[src/design/rtt_pkg.sv]
package rtt_pkg;

  localparam int TABLE_DEPTH = 16;
  localparam int IDX_W       = $clog2(TABLE_DEPTH);
  localparam int CNT_W       = $clog2(TABLE_DEPTH + 1);

  localparam int SEQ_W    = 32;
  localparam int HANDLE_W = 16;
  localparam int COUNT_W  = 8;
  localparam int TIME_W   = 32;
  localparam int IVL_W    = 16;
  localparam int KIND_W   = 3;
  localparam int CMD_W    = 2;
  localparam int CFG_IDX_W  = 8;
  localparam int CFG_DATA_W = 16;

  typedef enum logic [CMD_W-1:0] {
    CMD_ADD  = 2'd0,
    CMD_ACK  = 2'd1,
    CMD_TICK = 2'd2
  } cmd_t;

  typedef enum logic [KIND_W-1:0] {
    KIND_ADDED   = 3'd0,
    KIND_FULL    = 3'd1,
    KIND_ACKED   = 3'd2,
    KIND_UNKNOWN = 3'd3,
    KIND_RESEND  = 3'd4,
    KIND_DONE    = 3'd5
  } kind_t;

  localparam logic [CFG_IDX_W-1:0] CFG_RESEND_INTERVAL = 8'd0;
  localparam logic [CFG_IDX_W-1:0] CFG_ATTEMPT_LIMIT   = 8'd1;

  localparam logic [IVL_W-1:0]   RESET_INTERVAL = 16'd100;
  localparam logic [COUNT_W-1:0] RESET_LIMIT    = 8'd5;

  typedef struct packed {
    logic [SEQ_W-1:0]    seq;
    logic [HANDLE_W-1:0] handle;
    logic [COUNT_W-1:0]  count;
    logic [TIME_W-1:0]   stamp;
  } entry_t;

  typedef struct packed {
    logic             rd_en;
    logic [IDX_W-1:0] rd_addr;
    logic             wr_en;
    logic [IDX_W-1:0] wr_addr;
    entry_t           wr_data;
  } mem_req_t;

endpackage

[src/design/rtt_intf.sv]
interface rtt_in_if;
  logic                           valid;
  logic                           ready;
  logic [rtt_pkg::CMD_W-1:0]      command;
  logic [rtt_pkg::SEQ_W-1:0]      seq_number;
  logic [rtt_pkg::HANDLE_W-1:0]   buffer_handle;
  logic [rtt_pkg::TIME_W-1:0]     now_time;

  modport source (output valid, command, seq_number, buffer_handle, now_time, input ready);
  modport sink   (input valid, command, seq_number, buffer_handle, now_time, output ready);
endinterface

interface rtt_out_if;
  logic                           valid;
  logic                           ready;
  logic [rtt_pkg::KIND_W-1:0]     kind;
  logic [rtt_pkg::SEQ_W-1:0]      out_seq;
  logic [rtt_pkg::HANDLE_W-1:0]   out_handle;
  logic [rtt_pkg::COUNT_W-1:0]    attempt;
  logic                           last;

  modport source (output valid, kind, out_seq, out_handle, attempt, last, input ready);
  modport sink   (input valid, kind, out_seq, out_handle, attempt, last, output ready);
endinterface

interface rtt_cfg_if;
  logic                            valid;
  logic                            ready;
  logic [rtt_pkg::CFG_IDX_W-1:0]   index;
  logic [rtt_pkg::CFG_DATA_W-1:0]  data;

  modport source (output valid, index, data, input ready);
  modport sink   (input valid, index, data, output ready);
endinterface

[src/design/rtt_mem.sv]
module rtt_mem (
  input  logic              clk,
  input  rtt_pkg::mem_req_t req,
  output rtt_pkg::entry_t   rd_data
);
  import rtt_pkg::*;

  entry_t mem [TABLE_DEPTH];
  entry_t rd_data_r;

  always_ff @(posedge clk) begin
    if (req.wr_en) begin
      mem[req.wr_addr] <= req.wr_data;
    end
    if (req.rd_en) begin
      rd_data_r <= mem[req.rd_addr];
    end
  end

  assign rd_data = rd_data_r;

endmodule

[src/design/rtt_ctrl.sv]
module rtt_ctrl (
  input  logic                          clk,
  input  logic                          rst_n,
  rtt_in_if.sink                        in_ch,
  rtt_out_if.source                     out_ch,
  input  logic [rtt_pkg::IVL_W-1:0]     resend_interval,
  input  logic [rtt_pkg::COUNT_W-1:0]   attempt_limit,
  output rtt_pkg::mem_req_t             mem_req,
  input  rtt_pkg::entry_t               rd_data
);
  import rtt_pkg::*;

  typedef enum logic [2:0] {
    ST_IDLE   = 3'b001,
    ST_SCAN   = 3'b010,
    ST_FINISH = 3'b100
  } state_t;

  state_t state_r, state_nxt;

  logic [CMD_W-1:0]    cmd_r, cmd_nxt;
  logic [SEQ_W-1:0]    seq_r, seq_nxt;
  logic [HANDLE_W-1:0] handle_r, handle_nxt;
  logic [TIME_W-1:0]   now_r, now_nxt;

  logic [CNT_W-1:0]    iss_cnt_r, iss_cnt_nxt;
  logic                ev_v_r, ev_v_nxt;
  logic [IDX_W-1:0]    ev_idx_r, ev_idx_nxt;
  logic [TABLE_DEPTH-1:0] valid_r, valid_nxt;

  logic                hit_r, hit_nxt;
  logic [IDX_W-1:0]    hit_idx_r, hit_idx_nxt;
  logic [HANDLE_W-1:0] hit_handle_r, hit_handle_nxt;
  logic [COUNT_W-1:0]  hit_count_r, hit_count_nxt;
  logic                free_r, free_nxt;
  logic [IDX_W-1:0]    free_idx_r, free_idx_nxt;

  logic                out_valid_r, out_valid_nxt;
  logic [KIND_W-1:0]   out_kind_r, out_kind_nxt;
  logic [SEQ_W-1:0]    out_seq_r, out_seq_nxt;
  logic [HANDLE_W-1:0] out_handle_r, out_handle_nxt;
  logic [COUNT_W-1:0]  out_attempt_r, out_attempt_nxt;
  logic                out_last_r, out_last_nxt;

  logic                out_free;
  logic                out_load;
  logic                ev_valid_bit;
  logic [TIME_W-1:0]   age;
  logic                due;
  logic                expired;
  logic                need_emit;
  logic                advance;
  logic                issue_more;
  logic [COUNT_W-1:0]  count_inc;

  assign out_free     = !out_valid_r || out_ch.ready;
  assign ev_valid_bit = valid_r[ev_idx_r];
  assign age          = now_r - rd_data.stamp;
  assign due          = ev_valid_bit && (age >= TIME_W'(resend_interval));
  assign expired      = rd_data.count >= attempt_limit;
  assign count_inc    = rd_data.count + COUNT_W'(1);
  assign need_emit    = ev_v_r && (cmd_r == CMD_TICK) && due && !expired;
  assign advance      = !(need_emit && !out_free);
  assign issue_more   = iss_cnt_r < CNT_W'(TABLE_DEPTH);

  assign in_ch.ready = (state_r == ST_IDLE);

  always_comb begin
    state_nxt       = state_r;
    cmd_nxt         = cmd_r;
    seq_nxt         = seq_r;
    handle_nxt      = handle_r;
    now_nxt         = now_r;
    iss_cnt_nxt     = iss_cnt_r;
    ev_v_nxt        = ev_v_r;
    ev_idx_nxt      = ev_idx_r;
    valid_nxt       = valid_r;
    hit_nxt         = hit_r;
    hit_idx_nxt     = hit_idx_r;
    hit_handle_nxt  = hit_handle_r;
    hit_count_nxt   = hit_count_r;
    free_nxt        = free_r;
    free_idx_nxt    = free_idx_r;
    out_load        = 1'b0;
    out_kind_nxt    = out_kind_r;
    out_seq_nxt     = out_seq_r;
    out_handle_nxt  = out_handle_r;
    out_attempt_nxt = out_attempt_r;
    out_last_nxt    = out_last_r;
    mem_req         = '0;

    case (state_r)
      ST_IDLE: begin
        if (in_ch.valid) begin
          cmd_nxt     = in_ch.command;
          seq_nxt     = in_ch.seq_number;
          handle_nxt  = in_ch.buffer_handle;
          now_nxt     = in_ch.now_time;
          iss_cnt_nxt = '0;
          ev_v_nxt    = 1'b0;
          hit_nxt     = 1'b0;
          free_nxt    = 1'b0;
          if (in_ch.command inside {CMD_ADD, CMD_ACK, CMD_TICK}) begin
            state_nxt = ST_SCAN;
          end
        end
      end
      ST_SCAN: begin
        if (advance) begin
          ev_v_nxt = issue_more;
          if (issue_more) begin
            mem_req.rd_en   = 1'b1;
            mem_req.rd_addr = iss_cnt_r[IDX_W-1:0];
            ev_idx_nxt      = iss_cnt_r[IDX_W-1:0];
            iss_cnt_nxt     = iss_cnt_r + CNT_W'(1);
          end
        end
        if (ev_v_r && advance) begin
          if (cmd_r == CMD_TICK) begin
            if (due) begin
              if (expired) begin
                valid_nxt[ev_idx_r] = 1'b0;
              end else begin
                mem_req.wr_en         = 1'b1;
                mem_req.wr_addr       = ev_idx_r;
                mem_req.wr_data       = rd_data;
                mem_req.wr_data.count = count_inc;
                mem_req.wr_data.stamp = now_r;
                out_load        = 1'b1;
                out_kind_nxt    = KIND_RESEND;
                out_seq_nxt     = rd_data.seq;
                out_handle_nxt  = rd_data.handle;
                out_attempt_nxt = count_inc;
                out_last_nxt    = 1'b0;
              end
            end
          end else begin
            if (ev_valid_bit && (rd_data.seq == seq_r) && !hit_r) begin
              hit_nxt        = 1'b1;
              hit_idx_nxt    = ev_idx_r;
              hit_handle_nxt = rd_data.handle;
              hit_count_nxt  = rd_data.count;
            end
            if (!ev_valid_bit && !free_r) begin
              free_nxt     = 1'b1;
              free_idx_nxt = ev_idx_r;
            end
          end
        end
        if (!issue_more && !ev_v_r) begin
          state_nxt = ST_FINISH;
        end
      end
      ST_FINISH: begin
        if (out_free) begin
          out_load     = 1'b1;
          out_last_nxt = 1'b1;
          state_nxt    = ST_IDLE;
          case (cmd_r)
            CMD_ADD: begin
              out_seq_nxt     = seq_r;
              out_handle_nxt  = handle_r;
              out_attempt_nxt = '0;
              if (hit_r || free_r) begin
                mem_req.wr_en          = 1'b1;
                mem_req.wr_addr        = hit_r ? hit_idx_r : free_idx_r;
                mem_req.wr_data.seq    = seq_r;
                mem_req.wr_data.handle = handle_r;
                mem_req.wr_data.count  = '0;
                mem_req.wr_data.stamp  = now_r;
                valid_nxt[mem_req.wr_addr] = 1'b1;
                out_kind_nxt = KIND_ADDED;
              end else begin
                out_kind_nxt = KIND_FULL;
              end
            end
            CMD_ACK: begin
              out_seq_nxt = seq_r;
              if (hit_r) begin
                valid_nxt[hit_idx_r] = 1'b0;
                out_kind_nxt    = KIND_ACKED;
                out_handle_nxt  = hit_handle_r;
                out_attempt_nxt = hit_count_r;
              end else begin
                out_kind_nxt    = KIND_UNKNOWN;
                out_handle_nxt  = '0;
                out_attempt_nxt = '0;
              end
            end
            default: begin
              out_kind_nxt    = KIND_DONE;
              out_seq_nxt     = '0;
              out_handle_nxt  = '0;
              out_attempt_nxt = '0;
            end
          endcase
        end
      end
      default: begin
        state_nxt = ST_IDLE;
      end
    endcase

    if (out_load) begin
      out_valid_nxt = 1'b1;
    end else if (out_ch.ready) begin
      out_valid_nxt = 1'b0;
    end else begin
      out_valid_nxt = out_valid_r;
    end
  end

  always_ff @(posedge clk) begin
    if (!rst_n) begin
      state_r     <= ST_IDLE;
      iss_cnt_r   <= '0;
      ev_v_r      <= 1'b0;
      valid_r     <= '0;
      hit_r       <= 1'b0;
      free_r      <= 1'b0;
      out_valid_r <= 1'b0;
    end else begin
      state_r     <= state_nxt;
      iss_cnt_r   <= iss_cnt_nxt;
      ev_v_r      <= ev_v_nxt;
      valid_r     <= valid_nxt;
      hit_r       <= hit_nxt;
      free_r      <= free_nxt;
      out_valid_r <= out_valid_nxt;
    end
  end

  always_ff @(posedge clk) begin
    cmd_r         <= cmd_nxt;
    seq_r         <= seq_nxt;
    handle_r      <= handle_nxt;
    now_r         <= now_nxt;
    ev_idx_r      <= ev_idx_nxt;
    hit_idx_r     <= hit_idx_nxt;
    hit_handle_r  <= hit_handle_nxt;
    hit_count_r   <= hit_count_nxt;
    free_idx_r    <= free_idx_nxt;
    out_kind_r    <= out_kind_nxt;
    out_seq_r     <= out_seq_nxt;
    out_handle_r  <= out_handle_nxt;
    out_attempt_r <= out_attempt_nxt;
    out_last_r    <= out_last_nxt;
  end

  assign out_ch.valid      = out_valid_r;
  assign out_ch.kind       = out_kind_r;
  assign out_ch.out_seq    = out_seq_r;
  assign out_ch.out_handle = out_handle_r;
  assign out_ch.attempt    = out_attempt_r;
  assign out_ch.last       = out_last_r;

  a_no_same_slot: assert property (@(posedge clk) disable iff (!rst_n)
    (mem_req.wr_en && mem_req.rd_en) |-> (mem_req.wr_addr != mem_req.rd_addr))
    else $error("Read and write hit the same slot in one cycle.");

  a_eval_in_scan: assert property (@(posedge clk) disable iff (!rst_n)
    ev_v_r |-> (state_r == ST_SCAN))
    else $error("Evaluation stage is busy outside the scan.");

  a_finish_after_sweep: assert property (@(posedge clk) disable iff (!rst_n)
    (state_r == ST_FINISH) |-> (!ev_v_r && (iss_cnt_r == CNT_W'(TABLE_DEPTH))))
    else $error("Final result issued before every slot was visited.");

  a_finish_leaves: assert property (@(posedge clk) disable iff (!rst_n)
    (state_r == ST_FINISH && out_free) |=> (state_r == ST_IDLE && out_valid_r && out_last_r))
    else $error("Final result was not presented.");

endmodule

[src/design/retransmit_tracking_table.sv]
// Tracks unacknowledged packets in a table of TABLE_DEPTH slots.
// Items arrive on in_chan: add stores a sequence number and buffer handle,
// acknowledge removes the matching entry, and tick resends every entry whose
// age has reached the resend interval and whose attempt count is below the
// attempt limit, and drops a due entry that has reached the limit. Results
// leave on out_chan, one per add or acknowledge, and for a tick one resend
// item per resent entry followed by a done item; last marks the final result
// of each input item. cfg_chan writes the resend interval (index 0) and
// attempt limit (index 1); it is always ready and should only be used while
// the table is idle. Each item is handled in order: it is accepted, each
// slot's entry is read from the entry memory through its single read port,
// the last slot is evaluated, the scan is closed and the final result is
// issued. The next item is accepted as soon as the final result sits in the
// output register. When the receiver stalls, the scan pauses on a slot that
// must emit a resend until the output register frees up. Reset clears the
// valid bits and the output valid flag and sets an interval of 100 and a
// limit of 5; the entry memory itself is not cleared.
module retransmit_tracking_table (
  input  logic      clk,
  input  logic      rst_n,
  rtt_in_if.sink    in_chan,
  rtt_out_if.source out_chan,
  rtt_cfg_if.sink   cfg_chan
);
  import rtt_pkg::*;

  logic [IVL_W-1:0]   resend_interval_r;
  logic [COUNT_W-1:0] attempt_limit_r;
  mem_req_t           mem_req;
  entry_t             rd_data;

  assign cfg_chan.ready = 1'b1;

  always_ff @(posedge clk) begin
    if (!rst_n) begin
      resend_interval_r <= RESET_INTERVAL;
      attempt_limit_r   <= RESET_LIMIT;
    end else if (cfg_chan.valid) begin
      case (cfg_chan.index)
        CFG_RESEND_INTERVAL: resend_interval_r <= cfg_chan.data[IVL_W-1:0];
        CFG_ATTEMPT_LIMIT:   attempt_limit_r   <= cfg_chan.data[COUNT_W-1:0];
        default: begin
        end
      endcase
    end
  end

  rtt_ctrl u_ctrl (
    .clk             (clk),
    .rst_n           (rst_n),
    .in_ch           (in_chan),
    .out_ch          (out_chan),
    .resend_interval (resend_interval_r),
    .attempt_limit   (attempt_limit_r),
    .mem_req         (mem_req),
    .rd_data         (rd_data)
  );

  rtt_mem u_mem (
    .clk     (clk),
    .req     (mem_req),
    .rd_data (rd_data)
  );

endmodule
[src/flat_wrapper.sv]
// flat-port wrapper written by rule: the top's interface ports become plain ports
module retransmit_tracking_table_flat import rtt_pkg::*;
  (clk, rst_n, in_chan_valid, in_chan_command, in_chan_seq_number, in_chan_buffer_handle, in_chan_now_time, in_chan_ready, out_chan_valid, out_chan_kind, out_chan_out_seq, out_chan_out_handle, out_chan_attempt, out_chan_last, out_chan_ready, cfg_chan_valid, cfg_chan_index, cfg_chan_data, cfg_chan_ready);
  rtt_in_if in_chan_i ();
  rtt_out_if out_chan_i ();
  rtt_cfg_if cfg_chan_i ();
  input  logic clk;
  input  logic rst_n;
  input wire logic [$bits(in_chan_i.valid)-1:0] in_chan_valid;
  input wire logic [$bits(in_chan_i.command)-1:0] in_chan_command;
  input wire logic [$bits(in_chan_i.seq_number)-1:0] in_chan_seq_number;
  input wire logic [$bits(in_chan_i.buffer_handle)-1:0] in_chan_buffer_handle;
  input wire logic [$bits(in_chan_i.now_time)-1:0] in_chan_now_time;
  output wire logic [$bits(in_chan_i.ready)-1:0] in_chan_ready;
  output wire logic [$bits(out_chan_i.valid)-1:0] out_chan_valid;
  output wire logic [$bits(out_chan_i.kind)-1:0] out_chan_kind;
  output wire logic [$bits(out_chan_i.out_seq)-1:0] out_chan_out_seq;
  output wire logic [$bits(out_chan_i.out_handle)-1:0] out_chan_out_handle;
  output wire logic [$bits(out_chan_i.attempt)-1:0] out_chan_attempt;
  output wire logic [$bits(out_chan_i.last)-1:0] out_chan_last;
  input wire logic [$bits(out_chan_i.ready)-1:0] out_chan_ready;
  input wire logic [$bits(cfg_chan_i.valid)-1:0] cfg_chan_valid;
  input wire logic [$bits(cfg_chan_i.index)-1:0] cfg_chan_index;
  input wire logic [$bits(cfg_chan_i.data)-1:0] cfg_chan_data;
  output wire logic [$bits(cfg_chan_i.ready)-1:0] cfg_chan_ready;
  assign in_chan_i.valid = in_chan_valid;
  assign in_chan_i.command = in_chan_command;
  assign in_chan_i.seq_number = in_chan_seq_number;
  assign in_chan_i.buffer_handle = in_chan_buffer_handle;
  assign in_chan_i.now_time = in_chan_now_time;
  assign in_chan_ready = in_chan_i.ready;
  assign out_chan_valid = out_chan_i.valid;
  assign out_chan_kind = out_chan_i.kind;
  assign out_chan_out_seq = out_chan_i.out_seq;
  assign out_chan_out_handle = out_chan_i.out_handle;
  assign out_chan_attempt = out_chan_i.attempt;
  assign out_chan_last = out_chan_i.last;
  assign out_chan_i.ready = out_chan_ready;
  assign cfg_chan_i.valid = cfg_chan_valid;
  assign cfg_chan_i.index = cfg_chan_index;
  assign cfg_chan_i.data = cfg_chan_data;
  assign cfg_chan_ready = cfg_chan_i.ready;
  retransmit_tracking_table u_core (.clk(clk), .rst_n(rst_n), .in_chan(in_chan_i), .out_chan(out_chan_i), .cfg_chan(cfg_chan_i));
endmodule
[config.mk]
export PLATFORM = sky130hd
export DESIGN_NAME = retransmit_tracking_table_flat
export DESIGN_NICKNAME = d
export VERILOG_FILES = /design/src/design/rtt_pkg.sv /design/src/design/rtt_intf.sv /design/src/design/rtt_mem.sv /design/src/design/rtt_ctrl.sv /design/src/design/retransmit_tracking_table.sv /design/src/flat_wrapper.sv
export SDC_FILE = /design/constraint.sdc
export NUM_CORES = 2
export LEC_CHECK = 0
export CAP_MARGIN = 0
export CORE_UTILIZATION = 57
export CTS_BUF_LIST = sky130_fd_sc_hd__clkbuf_4 sky130_fd_sc_hd__clkbuf_8
export DETAILED_ROUTE_END_ITERATION = 6
export DONT_BUFFER_PORTS = 1
export PLACE_DENSITY = 0.72
export SYNTH_ARGS = -nofsm -noshare
export SYNTH_HDL_FRONTEND = slang
export SYNTH_SLANG_ARGS = --single-unit
[constraint.sdc]
create_clock -name clk -period 34.2 [get_ports clk]
set_clock_uncertainty 0.15 [all_clocks]
set_input_delay 1.71 -clock clk [delete_from_list [all_inputs] [get_ports clk]]
set_output_delay 1.71 -clock clk [all_outputs]
set_load 0.02 [all_outputs]
== Word-level counts from Yosys, hierarchy flattened ==
Memories as Yosys holds them, arrays and structs flattened. A register that Yosys moved wholly into a read port is not among the register bits.
Index checks and enable logic that the tools add are counted.

* $add $sub $neg: 3
* $lt $le $gt $ge: 9
* Eq/ne operators: 26
* Mux-type cells: 97
* Bitwise logic cells: 7
* Reduce and logical (&&, ||, !) cells: 45

{| class="wikitable"
|+ Operators with widths
! operator !! count
|-
| 93-bit two-way mux || 7
|-
| 16-bit two-way mux || 13
|-
| 32-bit two-way mux || 6
|-
| 93-bit case mux with 2 select lines || 1
|-
| 16-bit case mux with 2 select lines || 4
|-
| 32-bit case mux with 2 select lines || 1
|-
| 8-bit two-way mux || 7
|-
| 16-bit AND || 2
|-
| 32-bit == test || 1
|-
| 32-bit by 16-bit greater-or-equal comparator with 1-bit output || 1
|-
| 16-bit inverter || 2
|-
| 32-bit subtractor || 1
|-
| 5-bit two-way mux || 6
|-
| 1-bit two-way mux || 28
|-
| 3-bit two-way mux || 9
|-
| 2-bit != test (second input constant) || 13
|-
| 16-bit bitwise OR || 1
|-
| 8-bit case mux with 2 select lines || 1
|-
| 4-bit AND reduction || 4
|-
| 4-bit by 5-bit < comparator with 1-bit output (second input constant) || 3
|-
| 1-bit logical AND || 13
|-
| 1-bit demux with 4-bit select || 3
|-
| 4-bit by 1-bit greater-or-equal comparator with 1-bit output (second input constant) || 3
|-
| 3-bit case mux with 2 select lines || 2
|-
| other kinds (31) || 55
|}

* Flip-flop bits (word level): 230
* Bits in writable memories: 1408
* Bits of input ports: 111
* Output and inout bits: 63
* Logic and storage cells: 211
* Memories: 1

{| class="wikitable"
|+ Memory list
! name !! words !! width !! rd ports !! clocked after Yosys merged registers in !! wr ports !! RTL line !! text
|-
| u_core.u_mem.mem || 16 || 88 || 1 || 1 || 1 || rtt_mem.sv:8 || <nowiki>entry_t mem [TABLE_DEPTH];</nowiki>
|}

== Depth between registers and ports, before layout ==
* Depth in word-level cells: 12
* Gate-level depth with buffers: 24
* Depth with buffers taken out: 22

== Hierarchy ==
Synthesis repeated with hierarchy kept, for this count alone.

* Cells, all modules: 3540
* Area total of the unflattened synthesis: 68379.3 um2

{| class="wikitable"
|+ Modules (own cells, without submodules)
! module !! instances !! cells each !! area each (um2) !! seq. area each (um2)
|-
| rtt_mem || 1 || 2256 || 55251.7 || 44923.1
|-
| rtt_ctrl || 1 || 1178 || 12117.9 || 5905.7
|-
| retransmit_tracking_table || 1 || 106 || 1009.7 || 480.5
|}

== Least setup slack after synthesis ==
OpenSTA, ideal clock, no wires.

* Path type: register to register
* From: register u_core.u_ctrl.now_r[0]
* To: memory u_core.u_mem.mem[0][0] (netlist name) (enable)
* Library setup time: 660 ps
* Arrival: 10779 ps
* Data required time: 33390 ps
* Slack: 22611 ps
* Cell stages (with the launch flop): 24
* Path buffers: 2
* Clock period less this slack: 11589 ps
* Path through: edfxtp_1 inv_1 ha_1 fa_1 nand2b_1 a21oi_1 o21ai_0 nor2b_1 nor3_1 nor2_1 xnor2_1 ha_1 nor2b_1 o21ai_0 o211ai_1 a2111o_1 nor4_1 nand4_1 nor4_4 nor3_1 buf_2 buf_2 o2bb2ai_1 nor3b_1

* Longest elaborated chain between the ends: 12
* Elaborated cells between the ends (all ways): 14
* Classes of those cells: 1 x add/sub; 1 x order compare; 6 x mux; 6 x reduce/logical

{| class="wikitable"
|+ RTL lines
! what !! RTL line !! text
|-
| from (decl) || rtt_ctrl.sv:24 || <nowiki>logic [TIME_W-1:0] now_r, now_nxt;</nowiki>
|-
| from (signal assigned) || rtt_ctrl.sv:237 || <nowiki>now_r <= now_nxt;</nowiki>
|-
| 32-bit subtractor (*) || rtt_ctrl.sv:58 || <nowiki>assign age = now_r - rd_data.stamp;</nowiki>
|-
| 32-bit by 16-bit greater-or-equal comparator with 1-bit output (*) || rtt_ctrl.sv:59 || <nowiki>assign due = ev_valid_bit && (age >= TIME_W'(resend_interval));</nowiki>
|-
| 1-bit logical AND (*) || rtt_ctrl.sv:59 ||
|-
| 1-bit logical AND (2 in series) || rtt_ctrl.sv:62 || <nowiki>assign need_emit = ev_v_r && (cmd_r == CMD_TICK) && due && !expired;</nowiki>
|-
| 1-bit logical AND || rtt_ctrl.sv:63 || <nowiki>assign advance = !(need_emit && !out_free);</nowiki>
|-
| 1-bit logical NOT || rtt_ctrl.sv:63 ||
|-
| 1-bit logical AND || rtt_ctrl.sv:118 || <nowiki>if (ev_v_r && advance) begin</nowiki>
|-
| 93-bit two-way mux (*) || rtt_ctrl.sv:118 ||
|-
| 93-bit case mux with 2 select lines (*) || rtt_ctrl.sv:92 || <nowiki>case (state_r)</nowiki>
|-
| 1-bit two-way mux || rtt_mem.sv:12 || <nowiki>if (req.wr_en) begin</nowiki>
|-
| 1-bit two-way mux (not written as such) || rtt_mem.sv:13 || <nowiki>mem[req.wr_addr] <= req.wr_data;</nowiki>
|-
| to (decl) || rtt_mem.sv:8 ||
|}

Every way passes the cells marked *; elsewhere a longest branch is shown, timed or not.

== Worst setup path in the final report ==
* From: register u_core.u_ctrl.now_r[3]
* To: memory u_core.u_mem.mem[4][18] (netlist name) (enable)

The elaborated chain is that of the path after synthesis.

==> results by group <==
Placed design
  – DP Wirelength: 99830 um
  – Buffers added on ports: 0
  – Gp weighted congestion: 0.8735
  – DP Area: 0.07334 mm^2

Setup path
  – Cells on worst reg2reg path: 23
  – Worst stage delay on the critical path: 0.90 ns
  – Setup CP Type: reg -> reg
  – CP Launch Type: flop
  – Slowest cell on crit path: buf_4
  – Crit-path cells: ha_1 > and2_1 > a221o_1 > o21ai_0 > and2_1 > nand2_1 > xor2_1 > ha_1 > a21oi_1 > nor2b_1 > o21ai_0 > o211ai_1 > a2111o_1 > nor4_1 > nand4_1 > nor4_4 > buf_4 > nor3_2 > buf_4 > o2bb2ai_1 > nor3_2 > buf_4 > buf_4
  – Critical Path AT: 9.06 ns
  – Worst Setup SP: u_core.u_ctrl.now_r[3]
  – Launch point of the worst reg-to-reg path: u_core.u_ctrl.now_r[3]
  – Largest fanout on the critical path: 56
  – Most used cell, CP: buf_4
  – Nature of the critical path endpoint: flop
  – Worst EP required: 34.64 ns

Logic synthesis
  – Post-Synth Adder-Cell Area: 0.01024
  – Leading area contributor after synthesis: edfxtp_1
  – Synth Area in XOR/XNOR: 0.007092
  – Syn_area_per_cell: 14.07 um^2
  – Synthesized Nets: 5260
  – Top_reg_cell synth: edfxtp_1
  – Largest family of logic cells by synthesized area: compound AO/OA/AOI/OAI gates
  – Top post-synthesis cells by area: edfxtp_1 70%, mux2i_1 4.0%, o21ai_0 2.8%, nand2_1 2.7%, a21oi_1 2.3%
  – Post-synthesis sequential area ratio: 0.7163
  – Ys Warns: 0
  – Multiplexer area fraction after synthesis: 0.05644
  – Cells after synthesis: 5091
  – Post-synthesis cell type count: 69
  – Synth async-reset ratio: 0
  – Top cell type's share of synthesized area: 0.7018
  – Synth Area in Compound Gates: 0.1221
  – Post-synth EDFFs: 1674
  – Syn Std Cell Area: 0.07163 mm^2
  – Seq cells post-synth: 1726
  – Synthesized-area fraction occupied by and/or/nand/nor cells: 0.06131

Floorplan
  – Die width: 356.5 um
  – Die area: 0.1271 mm^2
  – Row cnt: 129
  – Initial Util: 0.5771
  – Core footprint: 0.1241 mm^2
  – IO Pins: 174
  – Die Y-Extent: 356.5 um

Clock tree
  – CTS resizes: 0
  – CTS Buffer Depth: 4
  – Clk sinks: 1726
  – CTS Hold Buffers Added: 0
  – Worst-Skew Late Latency: 1.01 ns
  – Clk pin slew, worst setup/hold paths: 0.06 ns
  – Post-CTS setup buffer count: 0
  – Clock root buffer: clkbuf_8
  – H-tree depth: 5
  – CTS tree: done
  – CTS Buf Count: 294

STA
  – WHS: 0.3291 ns
  – RSZ-0062 raised after global routing: false
  – TNS Setup: 0 ns
  – Final Max Tran Viols: 0
  – Fmax: 116.0 MHz
  – Worst Tran Pin Value: 1.290 ns
  – Tcrit/Tclk final: 0.2520
  – Fin crit period: 8.620 ns
  – Rel. slew slack: 0.1327
  – Setup violators final: 0
  – Fin. Hold Viols: 0

Route
  – DRC: 0
  – 1st-iter DRT viols: 5563
  – Antenna Nets Post-Route: 0
  – Via count: 44576
  – Wirelength per Cell: 26.20 um
  – Vias/cell: 6.388
  – Final wirelength: 182800 um
  – DRT Pass-1 Iters: 6

Final layout
  – Design area: 0.07888 mm^2
  – Reg area: 0.05132 mm^2
  – Core Util, Final: 0.6355
  – Synth-to-Final Area Change: 10.12%
  – Footprint of the multi-input gates: 0.01867 mm^2
  – Share of layout cells above drive strength 1: 0.1256
  – Final net count: 5304
  – Fill count: 8872

Power
  – P_leak: 27.88 nW
  – Peak supply drop: 45.02 uV
  – Pwr dens: 54.83 mW/mm^2
  – Design Power: 4.325 mW

GRT
  – Total grt overflow: 0
  – Vias in the first global route: 43628
  – Antenna violations before repair: 6
  – Total track usage: 0.2871
  – Largest net degree at the start of global routing: 184
  – First-pass GRT wire length: 272800 um

Outcome
  – Status: finished, final reports clean

Worst hold path
  – HP Start: u_core.u_ctrl.state_r[0]
  – WHS Path Cells: 1
  – HP Class: reg -> reg

Job
  – # Max-Cap Violations: 0
per-layer routing:
layer / routed length, um / global-route usage / vias to the layer above
li1: - / - / 19692
met1: 75100 / 0.4035 / 22247
met2: 84600 / 0.4438 / 2331
met3: 18840 / 0.07166 / 304
met4: 4240 / 0.08807 / 2
met5: 9 / 0 / -
logic make-up after synthesis:
group | after synthesis
flip-flops | 1726
AO/OA/AOI/OAI | 1350
AND/OR/NAND/NOR | 1016
buffers and inverters | 496
multiplexers | 386
adder cells (fa/ha/maj) | 58
XOR/XNOR | 58
other | 1
sequential cells by signal, summed over array words and instances, names as in the netlist, 32 cells and up:
signal                        cells
u_core.u_mem.mem               1408
u_core.u_mem.rd_data             88
u_core.u_ctrl.now_r              32
u_core.u_ctrl.out_ch.out_seq     32
u_core.u_ctrl.seq_r              32
synth_stat cells (all sizes together) (3+ instances only):
library cell  instances
a2111o                3
a211oi               96
a21o                 15
a21oi               326
a221o               104
a221oi               88
a22o                 51
a22oi                11
a31oi                12
a32oi                 9
and2                 10
and3                 18
buf                  57
clkbuf              270
dfxtp                52
edfxtp             1674
ha                   57
inv                 169
mux2                 93
mux2i               288
mux4                  5
nand2               507
nand2b               11
nand3                14
nand3b               33
nand4                22
nor2                285
nor2b                46
nor3                 36
nor3b                 3
nor4                 16
o211ai              102
o21a                  9
o21ai               397
o221a                16
o22ai                91
o31ai                 4
or2                   4
or3                   8
xnor2                31
xor2                 27
where the power goes:
group          internal [mW]  switching, mW
combinational         0.0576          0.144
sequential              2.32         0.0259
clock                  0.979          0.799
total                   3.36          0.969
per-stage QoR:
step                instances  setup WS (ns)
finish                   6978          25.58
global placement         6476          25.80
floorplan                5091          22.61
detailed placement       6476          25.61
global route             6977          25.11
CTS                      6973          25.60
placed cells by master (no fill, tap or decap), drive strengths merged, types with 93 or more instances in the layout:
master and n:
o21ai 397, edfxtp 1674, a211oi 96, a21oi 326, a221o 104, nor2 285, clkbuf 395, mux2i 288
inv 169, nand2 507, mux2 93, o211ai 102
layout make-up:
cell class,count,share of cell area
antenna,5,0.0001586
clock buffer,395,0.06170
clock inverter,102,0.008359
inverter,169,0.008106
multi-input combinational,2869,0.2366
sequential,1726,0.6507
tap,1637,0.02597
timing repair buffer,75,0.008407
critical path: cells and delay by family (launching register included):
kind | cells | cell delay, ns
simple gates | 9 | 2.51
buf+inv | 4 | 2.30
compound gates | 7 | 1.96
fa+ha+maj | 2 | 0.65
flops | 1 | 0.39
xor+xnor | 1 | 0.17
final timing paths:
check                        endpoint  slack [ns]
max reg2reg   u_core.u_mem.mem[4][18]       25.58
min          u_core.u_ctrl.state_r[2]        0.33
max           u_core.u_mem.mem[4][18]       25.58
min reg2reg  u_core.u_ctrl.state_r[2]        0.33
Power figures use the tool's default switching activity.
